$ cat src/rtl/lprt_pkg.sv
`timescale 1ns / 1ps

package lprt_pkg;

  // table geometry
  localparam int unsigned LPRT_ENTRIES = 16;
  localparam int unsigned ADDR_W       = 32;
  localparam int unsigned LEN_W        = 6;
  localparam int unsigned PORT_W       = 8;
  localparam logic [LEN_W-1:0] MAX_LEN = LEN_W'(32);
  localparam logic [ADDR_W-1:0] ALL_ONES = 32'hFFFF_FFFF;

  // item opcodes
  typedef enum logic [0:0] {
    OP_ADD    = 1'b0,
    OP_LOOKUP = 1'b1
  } lprt_op_e;

  // result status codes
  typedef enum logic [1:0] {
    ST_ADDED = 2'd0,
    ST_FULL  = 2'd1,
    ST_HIT   = 2'd2,
    ST_MISS  = 2'd3
  } lprt_status_e;

  // entry write bundle
  typedef struct packed {
    logic [ADDR_W-1:0] net;
    logic [LEN_W-1:0]  len;
    logic [PORT_W-1:0] port;
  } lprt_wr_t;

  // search beat travelling down the cell row
  typedef struct packed {
    logic              valid;
    logic [ADDR_W-1:0] addr;
    logic              found;
    logic [LEN_W-1:0]  best_len;
    logic [PORT_W-1:0] best_port;
  } lprt_beat_t;

  // clamp prefix length to 32
  function automatic logic [LEN_W-1:0] sat_len(input logic [LEN_W-1:0] len);
    sat_len = (len > MAX_LEN) ? MAX_LEN : len;
  endfunction

  // leading-ones mask for a clamped prefix length
  function automatic logic [ADDR_W-1:0] prefix_mask(input logic [LEN_W-1:0] len);
    prefix_mask = ~(ALL_ONES >> sat_len(len));
  endfunction

endpackage

$ cat src/rtl/lprt_cell.sv
`timescale 1ns / 1ps

module lprt_cell
  import lprt_pkg::*;
#(
  parameter int unsigned INDEX = 0,
  parameter int unsigned CNT_W = 5
) (
  input  logic             clk_i,
  input  logic             rst_ni,
  input  logic [CNT_W-1:0] count_i,
  input  logic             wr_en_i,
  input  lprt_wr_t         wr_i,
  input  lprt_beat_t       beat_i,
  output lprt_beat_t       beat_o
);

  lprt_wr_t   entry_q;
  logic       used;
  logic       match;
  logic       take;
  logic       valid_q;
  lprt_beat_t beat_d;
  lprt_beat_t beat_q;

  // entry storage, written once by its add
  always_ff @(posedge clk_i) begin
    if (wr_en_i) begin
      entry_q <= wr_i;
    end
  end

  // entry is live once the fill count has passed this cell
  assign used  = count_i > CNT_W'(INDEX);
  assign match = used && ((beat_i.addr & prefix_mask(entry_q.len)) == entry_q.net);
  // strictly longer wins so earlier entries keep ties
  assign take  = match && (!beat_i.found || (entry_q.len > beat_i.best_len));

  // update the running best
  always_comb begin
    beat_d = beat_i;
    if (take) begin
      beat_d.found     = 1'b1;
      beat_d.best_len  = entry_q.len;
      beat_d.best_port = entry_q.port;
    end
  end

  // beat valid to the next cell
  always_ff @(posedge clk_i or negedge rst_ni) begin
    if (!rst_ni) begin
      valid_q <= 1'b0;
    end else begin
      valid_q <= beat_i.valid;
    end
  end

  // beat payload to the next cell
  always_ff @(posedge clk_i) begin
    beat_q <= beat_d;
  end

  always_comb begin
    beat_o       = beat_q;
    beat_o.valid = valid_q;
  end

endmodule

$ cat src/rtl/longest_prefix_route_table.sv
`timescale 1ns / 1ps
// IPv4 route table with longest prefix match, ENTRIES routes deep.
// Input channel: in_valid_i / in_stall_o carry one beat per item: opcode_i
// (add or lookup), address_i, prefix_length_i and egress_port_i.
// Output channel: out_valid_o / out_stall_i carry one result beat per item:
// status_o (added, full, hit, miss) and port_out_o.
// An add masks the address, stores the route in the next free cell and
// answers in the cycle after it is taken; a full table drops it.
// A lookup is walked through a row of ENTRIES cells, one cell per cycle,
// each comparing its own route and keeping the longest match; the result
// is registered when the lookup beat leaves the last cell.
// One item is in the block at a time: an add sustains one item per cycle
// while out_stall_i is low; a lookup holds the next item off until it ends.
// The output register holds a result while out_stall_i is high; a new item
// is only taken when that register is empty or being emptied.
// Reset empties the table (fill count to zero) and clears both channels.
module longest_prefix_route_table
  import lprt_pkg::*;
#(
  parameter int unsigned ENTRIES = LPRT_ENTRIES
) (
  input  logic              clk_i,
  input  logic              rst_ni,
  input  logic              in_valid_i,
  output logic              in_stall_o,
  input  logic              opcode_i,
  input  logic [ADDR_W-1:0] address_i,
  input  logic [LEN_W-1:0]  prefix_length_i,
  input  logic [PORT_W-1:0] egress_port_i,
  output logic              out_valid_o,
  input  logic              out_stall_i,
  output logic [1:0]        status_o,
  output logic [PORT_W-1:0] port_out_o
);

  localparam int unsigned CNT_W = $clog2(ENTRIES + 1);

  typedef enum logic [0:0] {
    S_IDLE,
    S_SEARCH
  } state_e;

  state_e            state_q;
  logic [CNT_W-1:0]  count_q;
  logic              out_valid_q;
  logic [1:0]        status_q;
  logic [PORT_W-1:0] port_q;

  logic              in_fire;
  logic              is_add;
  logic              full;
  logic              res_load;
  lprt_wr_t          wr;
  lprt_beat_t        chain [ENTRIES+1];

  assign in_stall_o = (state_q != S_IDLE) || (out_valid_q && out_stall_i);
  assign in_fire    = in_valid_i && !in_stall_o;
  assign is_add     = (opcode_i == OP_ADD);
  assign full       = (count_q == CNT_W'(ENTRIES));

  // a result beat is loaded by an add or by the end of a search
  assign res_load = ((state_q == S_IDLE) && in_fire && is_add) ||
                    ((state_q == S_SEARCH) && chain[ENTRIES].valid);

  // masked route for the next free cell
  assign wr.net  = address_i & prefix_mask(prefix_length_i);
  assign wr.len  = sat_len(prefix_length_i);
  assign wr.port = egress_port_i;

  // lookup beat into the head of the row
  always_comb begin
    chain[0].valid     = in_fire && (opcode_i == OP_LOOKUP);
    chain[0].addr      = address_i;
    chain[0].found     = 1'b0;
    chain[0].best_len  = '0;
    chain[0].best_port = '0;
  end

  // row of route cells
  for (genvar g = 0; g < ENTRIES; g++) begin : g_cell
    lprt_cell #(
      .INDEX (g),
      .CNT_W (CNT_W)
    ) u_cell (
      .clk_i   (clk_i),
      .rst_ni  (rst_ni),
      .count_i (count_q),
      .wr_en_i (in_fire && is_add && (count_q == CNT_W'(g))),
      .wr_i    (wr),
      .beat_i  (chain[g]),
      .beat_o  (chain[g+1])
    );
  end

  // sequencer, fill count and output register
  always_ff @(posedge clk_i or negedge rst_ni) begin
    if (!rst_ni) begin
      state_q     <= S_IDLE;
      count_q     <= '0;
      out_valid_q <= 1'b0;
      status_q    <= ST_ADDED;
      port_q      <= '0;
    end else begin
      if (res_load) begin
        out_valid_q <= 1'b1;
      end else if (!out_stall_i) begin
        out_valid_q <= 1'b0;
      end
      case (state_q)
        S_IDLE: begin
          if (in_fire) begin
            if (is_add) begin
              port_q <= '0;
              if (full) begin
                status_q <= ST_FULL;
              end else begin
                status_q <= ST_ADDED;
                count_q  <= count_q + CNT_W'(1);
              end
            end else begin
              state_q <= S_SEARCH;
            end
          end
        end
        S_SEARCH: begin
          if (chain[ENTRIES].valid) begin
            state_q <= S_IDLE;
            if (chain[ENTRIES].found) begin
              status_q <= ST_HIT;
              port_q   <= chain[ENTRIES].best_port;
            end else begin
              status_q <= ST_MISS;
              port_q   <= '0;
            end
          end
        end
        default: begin
          state_q <= S_IDLE;
        end
      endcase
    end
  end

  assign out_valid_o = out_valid_q;
  assign status_o    = status_q;
  assign port_out_o  = port_q;

endmodule

$ cat config.mk
export PLATFORM = sky130hd
export DESIGN_NAME = longest_prefix_route_table
export DESIGN_NICKNAME = d
export VERILOG_FILES = /design/src/rtl/lprt_pkg.sv /design/src/rtl/lprt_cell.sv /design/src/rtl/longest_prefix_route_table.sv
export SDC_FILE = /design/constraint.sdc
export NUM_CORES = 2
export LEC_CHECK = 0
export BUFFER_PORTS_ARGS = -buffer_cell sky130_fd_sc_hd__buf_2
export CAP_MARGIN = 20
export CELL_PAD_IN_SITES_DETAIL_PLACEMENT = 1
export CELL_PAD_IN_SITES_GLOBAL_PLACEMENT = 2
export CORE_MARGIN = 5
export CORE_UTILIZATION = 30
export CTS_CLUSTER_SIZE = 16
export DETAILED_ROUTE_END_ITERATION = 16
export PLACE_DENSITY_LB_ADDON = 0.1
export SETUP_SLACK_MARGIN = 0.3
export SLEW_MARGIN = 20
export SYNTH_ARGS = -nofsm -noshare
export SYNTH_HDL_FRONTEND = slang
export SYNTH_SLANG_ARGS = --single-unit
$ cat constraint.sdc
create_clock -name clk_i -period 8.7 [get_ports clk_i]
set_clock_uncertainty 0.15 [all_clocks]
set_input_delay 1.305 -clock clk_i [delete_from_list [all_inputs] [get_ports clk_i]]
set_output_delay 1.305 -clock clk_i [all_outputs]
set_load 0.01 [all_outputs]
==> impl_results.md <==
* Status: complete, no violations
* Die Wd at 455 um
* Max Fclk at 229 MHz
* Clk pin slew, worst setup/hold paths at 0.06 ns
* CP startpoint kind: flop
* Core area at 197000 um2
* Placed Area at 63400 um2
* Asr flop ratio synth at 0.0223
* Post-Syn Area per Cell at 12.2 um2
* Final Cell Area at 69200 um2
* FP Rows at 163
* Syn_nets at 5010
* Hold crit path type: flop to flop
* Count of final hold-check violations at 0
* First-pass GRT wire length at 341000 um
* DR iter-0 viols at 4187
* Cell area after synthesis at 59500 um2
* GRT overflow at 0
* Buffers on Ports at 62
* Fin nets at 5115
* Largest net degree at the start of global routing at 47
* Critical Path, Cell by Cell: inv_1, ha_1, o21bai_1, o21ai_0, o211ai_1, nor4_1, o2111ai_2, mux2_2
* Synth unique cells at 91
* Residual DRC at 0
* Util after Layout at 0.351
* CTS Buf Count at 169
* Post-DR vias/cell at 5.33
* Starting Density at 0.302
* Synth Register Bits at 1483
* Wire per inst at 31.9 um
* Worst Path Max Fanout at 14
* Filler cells at 20994
* Worst Setup End Kind: flop
* Detailed Route WL at 248000 um
* Worst path required time at 9.25 ns
* Tcrit/Tclk final at 0.502
* Max-cap check violation count at 0
* Gpl congestion at 0.859
* Area leader, netlist: edfxtp_1
* Post-CTS setup repair buffer count at 0
* P&R area growth vs syn at 16.3%
* Most common cell after layout, fill and taps aside: edfxtp_1
* Leakage at 25.1 nW
* Post-CTS sizing at 0
* All-layer global routing usage at 0.234
* Yosys top cell area share at 0.372
* Die height at 455 um
* Commonest non-fill, non-tap cells in the layout: edfxtp_1 (736), dfxtp_1 (714), o21ai_0 (303)
* Hold Buf Count CTS at 0
* EDFF count, synth at 736
* Fin crit period at 4.36 ns
* Clock Tree Buf Depth at 3
* Layout cells sized above 1 at 0.149
* Unrepaired setup endpoints after global routing: false
* Synth Flop Type: edfxtp_1
* Initial antenna violation count at 39
* Slew HR at 0.231
* Peak VDD IR at 0.000139 V
* Max Slew Vio Count at 0
* Vias in the first global route at 41936
* Final setup TNS at 0 ns
* Worst-margin pin slew at 1.15 ns
* CTS Sinks at 1483
* Die ar. at 207000 um2
* Pwr dens at 234 nW/um2
* CTS root buf: clkbuf_16
* Final Setup Violations at 0
* H-tree depth at 4
* Seq/Total Area, Yosys at 0.626
* Via count at 41407
* Area contributors post-synth: edfxtp_1 (37%), dfxtp_1 (24%), mux2_2 (3.5%)
* I/O Pins at 63
* Clock Latency Late Sink at 0.84 ns
* Synth warn at 0
* Critical path class: flop to flop
* DRT antenna net count at 0
* Max incr delay on CP at 0.83 ns
* Final hold slack at 0.201 ns
* Post-DP HPWL at 170000 um
* Total power at 16.2 mW
* Clock tree from TritonCTS: done
* CP max-delay cell: nor4_1
* DRT Pass-1 Iters at 6
* Synth Instances at 4864
* Crit path DAT at 4.91 ns
==> metal layers <==
| layer | global-route usage | part of all wire | up-vias |
|---|---|---|---|
| met5 | 0 | 0.00017 | - |
| met4 | 0.0670 | 0.028 | 6 |
| met2 | 0.354 | 0.44 | 1354 |
| met3 | 0.0283 | 0.055 | 300 |
| li1 | - | - | 18386 |
| met1 | 0.352 | 0.48 | 21361 |
==> worst max-delay path, delay by kind of cell, from the launching register on <==
family	cells	cell delay, ns
flops	1	0.56
buf+inv	1	0.23
mux	1	0.52
fa+ha+maj	1	0.29
simple gates	1	0.83
compound gates	4	1.64
==> where the power goes <==
part | switching, mW | leakage, nW | internal, mW | total [mW]
logic | 0.733 | 9.21 | 0.266 | 0.999
clock network | 3.06 | 2.85 | 4.31 | 7.37
registers | 0.295 | 13.0 | 7.57 | 7.86
total | 4.09 | 25.1 | 12.1 | 16.2
==> Yosys cell counts, types with 61 or more instances <==
cell type,n
inv_1,268
o21ai_0,304
nor2_1,135
dfxtp_1,714
edfxtp_1,736
nand3_1,106
xor2_1,108
nor2b_1,156
xnor2_1,107
ha_1,95
clkbuf_1,208
mux2_2,186
nand4_1,66
nand2b_1,94
a21oi_1,145
nand2_1,221
o21a_1,77
nor3_1,61
==> worst paths after layout <==
path,endpoint,depth (start not counted),slack (ns),startpoint
min in group asynchronous,g_cell[4].u_cell.valid_q,1,0.46,rst_ni
setup / recovery,g_cell[13].u_cell.beat_o[2],8,4.34,count_q[1]
hold / removal,g_cell[4].u_cell.valid_q,0,0.20,g_cell[3].u_cell.valid_q
hold reg to reg,g_cell[4].u_cell.valid_q,0,0.20,g_cell[3].u_cell.valid_q
max in group asynchronous,count_q[4],1,7.39,rst_ni
setup reg to reg,g_cell[13].u_cell.beat_o[2],8,4.34,count_q[1]
==> area by class of cell <==
type                       count  area [um2]  area share
antenna                        8        20.0    0.000289
inverter                     268        1010      0.0145
sequential                  1483       37200       0.538
timing repair buffer         173        1160      0.0167
multi-input combinational   2874       20700       0.299
clock buffer                 249        5060      0.0732
clock inverter                69         728      0.0105
tap                         2640        3300      0.0477
==> metrics by stage <==
step | std cells | setup WS (ns)
2_1_floorplan | 4864 | 1.45
3_3_place_gp | 7433 | 4.18
3_5_place_dp | 7437 | 4.30
4_1_cts | 7755 | 4.32
5_1_grt | 7757 | 4.03
6_report | 7764 | 4.34
==> registers in the layout, indices dropped and copies added (netlist names) <==
signal                 flops
count_q                    5
g_cell.u_cell.beat_o     714
g_cell.u_cell.entry_q    736
g_cell.u_cell.valid_q     16
out_valid_o                1
port_out_o                 8
state_q                    1
status_o                   2
==> cells by family after synthesis <==
family,Yosys count,synth area share
adders and majority gates,95,0.0200
muxes,221,0.0419
AOI/OAI and AO/OA,1150,0.135
DFF,1483,0.626
xor gates and xnor gates,215,0.0317
buffers and inverters,507,0.0328
and+or+nand+nor,1193,0.113
No activity file was read; power rests on OpenSTA's default activity.
